==> src/hw/rtl/chained_hash_map_long_key_macros.svh <==
// ----------------------------------------------------------------------------
// Assertion macros for the chained hash map
// Shared property wrappers used by the top level.
// ----------------------------------------------------------------------------
`ifndef CHAINED_HASH_MAP_LONG_KEY_MACROS_SVH
`define CHAINED_HASH_MAP_LONG_KEY_MACROS_SVH

// Implication checked on every clock edge outside reset.
`define CHM_ASSERT_IMPL(label, clk, rst, ante, cons) \
   label: assert property (@(posedge clk) disable iff (rst) (ante) |-> (cons)) \
      else $error("%m: check failed");

// Next-cycle implication checked outside reset.
`define CHM_ASSERT_NEXT(label, clk, rst, ante, cons) \
   label: assert property (@(posedge clk) disable iff (rst) (ante) |=> (cons)) \
      else $error("%m: check failed");

`endif

==> src/hw/rtl/chm_pkg.sv <==
// ----------------------------------------------------------------------------
// Chained hash map package
// Sizes, operation codes and the bucket hash shared by the map modules.
// ----------------------------------------------------------------------------
package chm_pkg;

   localparam int Buckets    = 16;
   localparam int Entries    = 256;
   localparam int BktW       = $clog2(Buckets);
   localparam int IdxW       = $clog2(Entries);
   localparam int LinkW      = IdxW + 1;
   localparam int CntW       = 9;
   localparam logic [31:0] HashPrime = 32'd1610612741;
   localparam logic [LinkW-1:0] Nil = LinkW'(Entries);

   typedef enum logic [1:0] {
      FUNC_LOOKUP = 2'd0,
      FUNC_PUT    = 2'd1,
      FUNC_REMOVE = 2'd2,
      FUNC_CLEAR  = 2'd3
   } func_type;

   // One classified transaction as it travels from front to back.
   typedef struct packed {
      func_type          func;
      logic [63:0]       key;
      logic [63:0]       value;
      logic [BktW-1:0]   bucket;
   } cmd_type;

   function automatic logic [BktW-1:0] bucket_of(input logic [63:0] k);
      logic [31:0] prod;
      logic [31:0] h;
      prod = k[63:32] * HashPrime;
      h    = k[31:0] ^ prod;
      return h[BktW-1:0];
   endfunction

endpackage

==> src/hw/rtl/chm_front.sv <==
// ----------------------------------------------------------------------------
// Chained hash map front end
// Accepts requests, hashes the key into a bucket and queues the command.
// ----------------------------------------------------------------------------
module chm_front
   import chm_pkg::*;
(
   input  logic        clock,
   input  logic        reset,
   input  logic        req_valid,
   output logic        req_ready,
   input  logic [1:0]  req_func,
   input  logic [63:0] req_key,
   input  logic [63:0] req_value_in,
   output logic        cmd_valid,
   input  logic        cmd_ready,
   output cmd_type     cmd
);

   // Stage one registers the request, stage two holds the hashed command
   // in a two-entry queue.
   logic        s1_valid_ff, s1_valid_in;
   cmd_type     s1_ff;
   cmd_type     q_ff [2];
   logic [1:0]  q_cnt_ff, q_cnt_in;
   logic        q_rd_ff, q_rd_in;
   logic        q_wr_ff, q_wr_in;
   logic        push, pop;

   assign push      = s1_valid_ff && (q_cnt_ff != 2'd2);
   assign pop       = cmd_valid && cmd_ready;
   assign req_ready = !s1_valid_ff || push;
   assign cmd_valid = (q_cnt_ff != 2'd0);
   assign cmd       = q_ff[q_rd_ff];

   always_comb begin
      s1_valid_in = (req_valid && req_ready) ? 1'b1 : (push ? 1'b0 : s1_valid_ff);
      q_cnt_in    = q_cnt_ff + {1'b0, push} - {1'b0, pop};
      q_rd_in     = q_rd_ff ^ pop;
      q_wr_in     = q_wr_ff ^ push;
   end

   always_ff @(posedge clock) begin
      if (reset) begin
         s1_valid_ff <= 1'b0;
         q_cnt_ff    <= 2'd0;
         q_rd_ff     <= 1'b0;
         q_wr_ff     <= 1'b0;
      end else begin
         s1_valid_ff <= s1_valid_in;
         q_cnt_ff    <= q_cnt_in;
         q_rd_ff     <= q_rd_in;
         q_wr_ff     <= q_wr_in;
      end
      if (req_valid && req_ready) begin
         s1_ff.func   <= func_type'(req_func);
         s1_ff.key    <= req_key;
         s1_ff.value  <= req_value_in;
         s1_ff.bucket <= bucket_of(req_key);
      end
      if (push) q_ff[q_wr_ff] <= s1_ff;
   end

endmodule

==> config.mk <==
export PLATFORM = sky130hd
export DESIGN_NAME = chm_front
export DESIGN_NICKNAME = d
export VERILOG_FILES = /design/src/hw/rtl/chained_hash_map_long_key_macros.svh /design/src/hw/rtl/chm_pkg.sv /design/src/hw/rtl/chm_front.sv
export SDC_FILE = /design/constraint.sdc
export NUM_CORES = 1
export LEC_CHECK = 0
export BUFFER_PORTS_ARGS = -buffer_cell sky130_fd_sc_hd__buf_4
export CORE_UTILIZATION = 40
export DETAILED_ROUTE_END_ITERATION = 16
export PLACE_DENSITY = 0.72
export SLEW_MARGIN = 20
export SYNTH_ARGS = -nofsm -noshare
export SYNTH_HDL_FRONTEND = slang
export SYNTH_SLANG_ARGS = --single-unit
==> constraint.sdc <==
create_clock -name clock -period 6 [get_ports clock]
set_input_delay 1.2 -clock clock [delete_from_list [all_inputs] [get_ports clock]]
set_output_delay 1.2 -clock clock [all_outputs]
set_load 0.05 [all_outputs]
==> metrics.md, run 1 <==
| Metric | Value |
|---|---|
| Yosys cell types | `19` |
| Synth Area in Simple Gates | `0.428%` |
| Fin Setup TNS | `0 ns` |
| Post-CTS Hold Buffers | `0` |
| Fin. Hold Viols | `0` |
| Synth Area in XOR/XNOR | `0.535%` |
| Initial Utilization | `40.6%` |
| Vias post-DR | `6368` |
| Max incr delay on CP | `0.78 ns` |
| Leakage | `approximately 6.4 nW` |
| Core area | `roughly 35000 µm²` |
| CP Launch Type | `flop` |
| CP bufs+invs | `2` |
| Die area | `~36000 µm²` |
| Routed len/inst | `18.2 µm` |
| Final Critical Period | `3.72 ns` |
| Critical Path, Cell by Cell | `buf_12 -> mux2_2 -> buf_4` |
| Crit path DAT | `2.52 ns` |
| Fillers | `2719` |
| Nets | `1028` |
| Synthesized area | `14000 µm²` |
| Vias in the first global route | `6754` |
| TritonCTS clock tree | `done` |
| Max Slew Vio Count | `0` |
| Slew headroom | `between 30% and 40%` |
| Fin Clk Skew | `0.0173 ns` |
| Crit end category | `output port` |
| Fin Hold WS | `0.434 ns` |
| Synth Area in Adders | `0.446%` |
| Crit share post-route | `slightly above 60%` |
| Crit-path max FO | `90` |
| Mux cell area share after synthesis | `a little over a tenth` |
| Drc violations | `0` |
| Count of input and output buffers | `269` |
| Largest net degree at the start of global routing | `91` |
| Status | `finished clean` |
| RSZ-0062 raised after global routing | `no` |
| Combinational family with the most area after synthesis | `multiplexers` |
| First-iteration detailed-routing DRC count | `~320` |
| Synthesized flop and latch total | `about 410` |
| Num CTS Buffers | `around 40` |
| GRT Residual Overflow | `0` |
| Vias/cell | `4.62` |
| Post-CTS Setup Inserts | `0` |
| First-pass GRT wire length | `between 30 and 40 mm` |
| WP data required | `4.80 ns` |
| Post_cts resized | `0` |
| Yosys warnings | `0` |
| Initial antenna violation count | `1` |
| Share of cells above drive strength 1 | `51.9%` |
| Worst skew pair latency | `0.52 ns` |
| DIE HEIGHT | `~190 µm` |
| Routability cong. | `just over 0.7` |
| Synth Area in Compound Gates | `less than 1%` |
| Delay-heaviest family, CP | `flip-flops` |
| DPL Wire Length | `roughly 15 mm` |
| Finish-stage setup viols | `0` |
| HP Start | `s1_ff[83]` |
| Antenna violation net count after detailed routing | `0` |
| WL final | `25.0 mm` |
| Die width | `189 µm` |
| Worst reg2reg path startpoint | `q_cnt_ff[0]` |
| Rows | `68` |
| Worst ir drop on vdd | `0.263 mV` |
| P per Cell Area | `between 400 and 500 nW/µm²` |
| Syn_nets | `about 720` |
| Worst slew pin tran | `0.944 ns` |
| Hold/Removal Path Class | `reg2reg` |
| Area growth from synthesis to layout | `27.8%` |
| CTS root buf | `clkbuf_16` |
| Reg area | `12200 µm²` |
| H-tree levels | `2` |
| CP Class | `reg2out` |
| Num Clock Sinks | `between 400 and 500` |
| # IOs | `270` |
| Max Buffers Root-to-Sink | `3` |
| Reg-to-Reg End | `q_ff[1][74]` |
| Mapped Cells | `585` |
| Hold Path End | `q_ff[0][83]` |
| Slowest cell on crit path | `dfxtp_4` |
| Syn_area_per_cell | `24.0 µm²` |
| Gr usage total | `approximately 14%` |
| Max Clk Rate | `approximately 270 MHz` |
| Reg2reg setup slack | `3.42 ns` |
| Reg2Reg Depth | `4` |
| Total of max-cap violations | `0` |
| Worst-path clk slew | `0.06 ns` |
| Footprint of the multi-input gates | `1760 µm²` |
| Drt first pass iters | `4` |
| Hold depth | `0` |
| Part of the Yosys area used for sequential elements | `86.8%` |
==> logic make-up after synthesis <==
kind of cell               Yosys count
and+or+nand+nor                     11
xor gates and xnor gates             7
buffers and inverters               18
adders and majority gates            5
AOI/OAI and AO/OA                    2
DFF                                407
muxes                              135
==> cells in the mapped netlist <==
| library cell | count | area (µm²) |
|---|---|---|
| xnor2_1 | 2 | 17.5 |
| or2_2 | 1 | 6.26 |
| inv_1 | 3 | 11.3 |
| mux2_2 | 135 | 1520 |
| edfxtp_1 | 402 | 12100 |
| nor2b_1 | 2 | 12.5 |
| xor2_1 | 4 | 35.0 |
| buf_6 | 6 | 67.6 |
| a21oi_1 | 1 | 5.00 |
| nor2_1 | 3 | 11.3 |
| dfxtp_1 | 5 | 100 |
| nand2_1 | 1 | 3.75 |
| xnor3_1 | 1 | 22.5 |
| o21a_1 | 1 | 7.51 |
| nand3b_1 | 1 | 7.51 |
| and2_1 | 2 | 12.5 |
| nand2b_1 | 1 | 6.26 |
| buf_2 | 9 | 45.0 |
| ha_1 | 5 | 62.6 |
==> cell usage in the layout, fill, tap and decap left out, drive strengths merged <==
cell type	n
dfxtp	5
o21a	1
edfxtp	402
clkinv	17
nor2	3
buf	276
and2	2
or2	1
bufinv	3
xnor3	1
nand2b	1
inv	6
ha	5
mux2	135
diode	1
clkinvlp	4
a21oi	1
nand3b	1
nand2	1
xor2	4
clkbuf	48
xnor2	2
nor2b	2
==> layer usage <==
metal | wire length, µm | track usage [%] | share of wire (%)
met1 | 10400 | 16.9 | 41
met2 | 12600 | 23.2 | 50
met3 | 1600 | 3.61 | 6.4
met4 | 508 | 4.59 | 2.0
met5 | 0 | 0 | 0
==> through the flow <==
step           std cells  utilization (%)  power [mW]  setup WS [ns]  instance area (µm²)
6_report            1377             51.9        7.77           2.28                17900
3_5_place_dp        1301             48.1        5.39           2.77                16600
4_1_cts             1376             51.9        7.88           2.18                17900
2_1_floorplan        585                -        4.85           1.22                14000
3_3_place_gp        1301             48.1        5.37           2.78                16600
5_1_grt             1377             51.9        8.04           2.15                17900
==> worst register-to-register path, cell delays in order, from the launching register on <==
cell	delay [ns]
dfxtp_1	0.37
nand2b_1	0.13
and2_1	0.22
ha_4	0.80
buf_4	0.64
==> worst max-delay path by stage <==
stage,slack (ns),startpoint,end,cells past startpoint
6_report,2.28,q_rd_ff,cmd[67],3
5_1_grt,2.15,q_rd_ff,cmd[68],3
4_1_cts,2.18,q_rd_ff,cmd[68],3
3_5_place_dp,2.77,q_rd_ff,cmd[68],3
3_3_place_gp,2.78,q_rd_ff,cmd[68],3
2_1_floorplan,1.22,req_valid,s1_ff[0],1
==> area by class of cell <==
cell class | instances | area share (%)
Antenna cell | 1 | 0.0140
Timing Repair Buffer | 276 | 11.6
Tap cell | 455 | 3.18
Inverter | 3 | 0.0628
Sequential cell | 407 | 67.9
Clock buffer | 48 | 6.11
Multi-Input combinational cell | 160 | 9.81
Clock inverter | 27 | 1.26
==> sequential cells by signal, indices dropped and copies added (netlist names) <==
| signal | flops |
|---|---|
| s1_ff | 134 |
| q_wr_ff | 1 |
| q_rd_ff | 1 |
| s1_valid_ff | 1 |
| q_cnt_ff | 2 |
| q_ff | 268 |
==> power breakdown <==
| part | internal (mW) | leakage (nW) | switching, mW | total, mW |
|---|---|---|---|---|
| combinational | 0.609 | 1.94 | 1.19 | 1.80 |
| clock | 1.44 | 0.640 | 1.03 | 2.47 |
| sequential | 3.40 | 3.81 | 0.101 | 3.50 |
| total | 5.45 | 6.39 | 2.32 | 7.77 |
No activity file was read; power rests on OpenSTA's default activity.
==> run 2: changes to the inputs <==
- PLACE_DENSITY: 0.72 -> 0.74
- clock period: 6 -> 3.2 ns (I/O delays scaled with it)
==> run 2 against run 1 <==
Compared with the run above: critical path depth unchanged; first-iteration DRC count unchanged; combinational power increased by 94%; sequential cell count is the same; global-route usage is 0.48 points higher; clock power increased by 79%.
==> metrics.md, run 2 (synthesis gave the netlist of run 1 again) <==
| Metric | Value |
|---|---|
| Top reg by flops | `q_ff` |
| First-iteration detailed-routing DRC count | `323 (unchanged)` |
| CTS root buf | `clkbuf_16` |
| Nets | `1033 (+0.49%)` |
| Max reg flops | `268 (unchanged)` |
| Initial Utilization | `40.6% (unchanged)` |
| Fin Clk Skew | `0.0233 ns (+0.00599 ns)` |
| Max Slew Vio Count | `0 (unchanged)` |
| Worst ir drop on vdd | `0.572 mV (+120%)` |
| Post-CTS Setup Inserts | `0 (unchanged)` |
| Vias post-DR | `6407 (+0.61%)` |
| Drc violations | `0 (unchanged)` |
| Total of max-cap violations | `0 (unchanged)` |
| Util after Layout | `52.0% (+0.15 points)` |
| Most common cell after layout, fill and taps aside | `edfxtp_1` |
| Die area | `35800 µm² (unchanged)` |
| DPL Wire Length | `16.2 mm (+7.0%)` |
| H-tree levels | `2 (unchanged)` |
| Worst slew pin tran | `0.576 ns (-0.367 ns)` |
| Final Critical Period | `~2.6 ns` |
| Setup WS post-layout | `0.568 ns (-1.71 ns)` |
| Final Power | `14.4 mW (+85%)` |
| RSZ-0062 raised after global routing | `no` |
| Largest net degree at the start of global routing | `73 (-20%)` |
| Critical Path, Cell by Cell | `buf_4 -> mux2_2 -> buf_4` |
| Routability cong. | `0.712 (about the same)` |
| Crit end category | `output port` |
| Most used cell, CP | `buf_4` |
| Core area | `34500 µm² (unchanged)` |
| Max Clk Rate | `380 MHz` |
| TritonCTS clock tree | `done` |
| Crit-path max FO | `36 (-60%)` |
| Worst skew pair latency | `0.55 ns (+0.03 ns)` |
| Max incr delay on CP | `0.43 ns (-0.35 ns)` |
| Num Clock Sinks | `407 (unchanged)` |
| Diode count | `0 (-1)` |
| Leakage | `6.40 nW (+0.23%)` |
| Vias/cell | `4.65 (+0.54%)` |
| Largest regs | `q_ff (268), s1_ff (134), q_cnt_ff (2)` |
| Slew headroom | `61.6% (+24 points)` |
| Slowest cell on crit path | `dfxtp_4` |
| Post-CTS Hold Buffers | `0 (unchanged)` |
| Final Non-Filler Cells | `1378 (+0.073%)` |
| CP Class | `reg2out` |
| Most frequent cells in the layout | `edfxtp_1 (402), buf_4 (271), mux2_2 (135)` |
| WL final | `25.5 mm (+1.6%)` |
| Status | `finished clean` |
| Count of input and output buffers | `269 (unchanged)` |
| Max Buffers Root-to-Sink | `3 (unchanged)` |
| Crit path DAT | `1.99 ns (-0.53 ns)` |
| Fin. Hold Viols | `0 (unchanged)` |
| Hold/Removal Path Class | `in2reg` |
| Vias in the first global route | `6636 (-1.7%)` |
| Gr usage total | `14.1% (+0.48 points)` |
| Reg2reg setup slack | `1.29 ns (-2.13 ns)` |
| Post_cts resized | `0 (unchanged)` |
| Fillers | `2754 (+1.3%)` |
| Share of cells above drive strength 1 | `51.4% (-0.55 points)` |
| P per Cell Area | `802 nW/µm² (+85%)` |
| GRT Residual Overflow | `0 (unchanged)` |
| Die width | `189 µm (unchanged)` |
| First-pass GRT wire length | `37.9 mm (+1.8%)` |
| Worst-path clk slew | `0.06 ns (about the same)` |
| Routed len/inst | `18.5 µm (+1.6%)` |
| Dpl cells | `1306 (+0.38%)` |
| Finish-stage setup viols | `0 (unchanged)` |
| Area growth from synthesis to layout | `28.1%` |
| # IOs | `270 (unchanged)` |
| Rows | `68 (unchanged)` |
| Dpl ws | `1.12 ns (-1.65 ns)` |
| Fin Hold WS | `0.264 ns (-0.171 ns)` |
| Crit share post-route | `between 80% and 90%` |
| CP Launch Type | `flop` |
| DIE HEIGHT | `189 µm (unchanged)` |
| Num CTS Buffers | `41 (unchanged)` |
| Antenna violation net count after detailed routing | `0 (unchanged)` |
| WP data required | `2.56 ns (-2.24 ns)` |
| Initial antenna violation count | `0 (-1)` |
| Drt first pass iters | `4 (unchanged)` |
-- run 2: metrics by stage --
step / instance area, µm² / setup TNS, ns
after global placement: 16700 / 0
after global routing: 18000 / 0
after floorplan: 14000 / -282.56
final: 18000 / 0
after detailed placement: 16700 / 0
after CTS: 18000 / 0
-- run 2: final cells by class --
| class | instances | area (µm²) | area share, % |
|---|---|---|---|
| inverter | 3 | 11.3 | 0.0627 |
| timing repair buffer | 281 | 2230 | 12.4 |
| clock buffer | 50 | 1060 | 5.90 |
| clock inverter | 22 | 165 | 0.919 |
| multi-input combinational | 160 | 1760 | 9.78 |
| tap | 455 | 569 | 3.17 |
| sequential | 407 | 12200 | 67.7 |
-- run 2: final timing paths --
kind | startpoint | end | cells past startpoint
setup / recovery | q_rd_ff | cmd[115] | 3
hold reg to reg | s1_ff[131] | q_ff[0][131] | 0
setup reg to reg | q_cnt_ff[0] | q_ff[1][25] | 4
hold / removal | req_key[61] | s1_ff[129] | 1
-- run 2: per-layer routing --
metal | GRT usage (%) | wire [µm] | share of wire, %
met4 | 5.61 | 550 | 2.2
met3 | 4.65 | 2100 | 8.2
met2 | 22.8 | 12500 | 49
met5 | 0 | 0 | 0
met1 | 17.6 | 10300 | 41
-- run 2: critical path, delay by kind of cell, from the launching register on --
kind,cells,cell delay [ns]
buffers and inverters,2,0.60
DFF,1,0.43
muxes,1,0.40
-- run 2: power breakdown --
part / total, mW / internal (mW) / switching (mW)
clock: 4.41 / 2.52 / 1.89
combinational: 3.49 / 1.19 / 2.30
sequential: 6.51 / 6.37 / 0.138
==> run 3: changes to the inputs <==
- PLACE_DENSITY: 0.74 -> 0.72
- clock period: 3.2 -> 2.76 ns (I/O delays scaled with it)
==> run 3 against run 2 <==
Compared with the run above: combinational power is 16% higher; final cell count is 0.44% higher; total power is 19% higher; global-route usage hardly changed; hold slack worse by 0.071 ns; setup slack worse by 0.44 ns; design area is 0.80% higher; wire length is 0.93% higher; non-clock buffer count is 2 higher; sequential power is 16% higher; core utilization is 0.42 points higher; sequential cell count stayed put.
==> metrics.md, run 3 (synthesis gave the netlist of run 1 again) <==
| Metric | Value |
|---|---|
| Largest regs | `q_ff (268), s1_ff (134), q_cnt_ff (2)` |
| Crit end category | `output port` |
| Vias/cell | `4.64 (-0.11%)` |
| Fin Hold WS | `0.193 ns (-0.0707 ns)` |
| Post-CTS Hold Buffers | `0 (unchanged)` |
| Crit share post-route | `95.5%` |
| CTS root buf | `clkbuf_16` |
| Routability cong. | `0.705 (-0.97%)` |
| Worst reg2reg path startpoint | `q_cnt_ff[0]` |
| Setup WS post-layout | `0.124 ns (-0.444 ns)` |
| Status | `finished clean` |
| Sequential share of power | `44.1% (-1.1 points)` |
| Most frequent cells in the layout | `edfxtp_1 (402), buf_4 (274), mux2_2 (135)` |
| Pint | `12.1 mW (+20%)` |
| Slew headroom | `69.7% (+8.1 points)` |
| Worst ir drop on vdd | `0.822 mV (+44%)` |
| Share of cells above drive strength 1 | `52.3% (+0.91 points)` |
| DPL Wire Length | `16.4 mm (+0.88%)` |
| Vias in the first global route | `6829 (+2.9%)` |
| Final Power | `17.2 mW (+19%)` |
| RSZ-0062 raised after global routing | `no` |
| Max Slew Vio Count | `0 (unchanged)` |
| Total of max-cap violations | `0 (unchanged)` |
| Area growth from synthesis to layout | `29.2%` |
| Footprint of the multi-input gates | `1760 µm² (unchanged)` |
| Final Non-Filler Cells | `1384 (+0.44%)` |
| Finish-stage setup viols | `0 (unchanged)` |
| Num CTS Buffers | `42 (+2.4%)` |
| GRT Residual Overflow | `0 (unchanged)` |
| First-pass GRT wire length | `38.0 mm (+0.36%)` |
| Most common cell after layout, fill and taps aside | `edfxtp_1` |
| Reg2Reg Depth | `4 (unchanged)` |
| Critical Path, Cell by Cell | `buf_12 -> mux2_2 -> buf_4` |
| Drt first pass iters | `4 (unchanged)` |
| Max Clk Rate | `379 MHz` |
| Die width | `189 µm (unchanged)` |
| WL final | `25.7 mm (+0.93%)` |
| Fillers | `2689 (-2.4%)` |
| Nets | `1036 (+0.29%)` |
| Count of input and output buffers | `269 (unchanged)` |
| Rows | `68 (unchanged)` |
| Post-CTS Setup Inserts | `0 (unchanged)` |
| Leakage | `6.48 nW (+1.1%)` |
| Switch share | `29.6% (-0.46 points)` |
| Reg area | `12200 µm² (unchanged)` |
| Reg2reg setup slack | `0.88 ns (-0.41 ns)` |
| Dpl ws | `0.655 ns (-0.464 ns)` |
| Fin. Hold Viols | `0 (unchanged)` |
| Antenna violation net count after detailed routing | `0 (unchanged)` |
| Post_cts resized | `0 (unchanged)` |
| Core area | `34500 µm² (unchanged)` |
| Final Critical Period | `2.64 ns` |
| Max Buffers Root-to-Sink | `3 (unchanged)` |
| Worst-path clk slew | `0.06 ns (about the same)` |
| Slowest cell on crit path | `dfxtp_4` |
| DIE HEIGHT | `189 µm (unchanged)` |
| Crit-path max FO | `34 (-5.6%)` |
| Initial antenna violation count | `1 (+1)` |
| # IOs | `270 (unchanged)` |
| Num Clock Sinks | `407 (unchanged)` |
| Dpl cells | `1308 (+0.15%)` |
| Initial Utilization | `40.6% (unchanged)` |
| H-tree levels | `2 (unchanged)` |
| Routed len/inst | `18.6 µm (+0.49%)` |
| Hold/Removal Path Class | `in2reg` |
| Comb pwr share | `23.5% (-0.7 points)` |
| Clock share of power | `32.4% (+1.8 points)` |
| Vias post-DR | `6428 (+0.33%)` |
| Crit path DAT | `2.08 ns (+0.09 ns)` |
| Drc violations | `0 (unchanged)` |
| Max incr delay on CP | `0.64 ns (+0.21 ns)` |
| Reg-to-Reg End | `q_ff[1][57]` |
| Max reg flops | `268 (unchanged)` |
| First-iteration detailed-routing DRC count | `255 (-21%)` |
| CP Class | `reg2out` |
| WP data required | `2.21 ns (-0.35 ns)` |
| Sw Pwr | `5.08 mW (+17%)` |
| Fin Clk Skew | `0.00972 ns (-0.0136 ns)` |
| HP Start | `req_key[5]` |
| Worst skew pair latency | `0.53 ns (-0.02 ns)` |
| TritonCTS clock tree | `done` |
| Largest net degree at the start of global routing | `56 (-23%)` |
| P per Cell Area | `948 nW/µm² (+18%)` |
| Die area | `35800 µm² (unchanged)` |
| CP Launch Type | `flop` |
| Hold Path End | `s1_ff[73]` |
| Hold depth | `1 (unchanged)` |
| Top reg by flops | `q_ff` |
| Gr usage total | `14.2% (+0.040 points)` |
| Worst slew pin tran | `0.455 ns (-0.121 ns)` |
[run 3: changes by cell type in the layout (fill, tap and decap cells not counted)]
cell        delta
buf_12         -1
clkinv_2       +3
inv_6          -2
clkinvlp_4     +2
clkbuf_1       -4
bufinv_16      +3
diode_2        +1
buf_4          +3
clkinv_1       -2
clkinv_4       +1
clkbuf_16      +2
[run 3: layout make-up]
type,instances,area share (%)
antenna,1,0.0138
clock buffer,48,6.04
clock inverter,27,1.48
inverter,3,0.0622
multi-input combinational,160,9.70
sequential,407,67.2
tap,455,3.14
timing repair buffer,283,12.3
[run 3: critical path, delay by kind of cell, from the launching register on]
kind / cells / cell delay (ns)
buf+inv: 2 / 0.48
flops: 1 / 0.64
mux: 1 / 0.40
[run 3: power by group through the flow]
stage	logic (mW)	clock network, mW	registers (mW)
after floorplan	2.89	0	7.62
after global placement	4.08	0	7.68
after detailed placement	4.09	0	7.71
after CTS	4.11	5.71	7.58
after global routing	4.21	5.94	7.62
final	4.04	5.56	7.58
[run 3: per-stage QoR]
| stage | TNS, ns | area, µm² | util [%] |
|---|---|---|---|
| 3_3_place_gp | 0 | 16800 | 48.5 |
| 4_1_cts | 0 | 18100 | 52.4 |
| 2_1_floorplan | -12.10 | 14000 | - |
| 6_report | 0 | 18100 | 52.4 |
| 3_5_place_dp | 0 | 16800 | 48.5 |
| 5_1_grt | 0 | 18100 | 52.4 |
[run 3: routing by layer]
layer  vias to the layer above  wire length (µm)  GRT usage (%)
li1                       2965                 -              -
met1                      3207             10300           16.9
met2                       210             12900           23.9
met3                        46              1940           4.89
met4                         0               593           4.96
met5                         -                 0              0
[run 3: how the worst max path moves through the flow]
stage / startpoint / endpoint / slack, ns / cells past startpoint
5_1_grt: q_rd_ff / cmd[62] / 0.02 / 3
3_5_place_dp: q_rd_ff / cmd[62] / 0.66 / 3
3_3_place_gp: q_rd_ff / cmd[66] / 0.64 / 3
6_report: q_rd_ff / cmd[62] / 0.12 / 3
2_1_floorplan: q_cnt_ff[0] / q_ff[1][0] / -0.05 / 3
4_1_cts: q_rd_ff / cmd[85] / 0.07 / 3
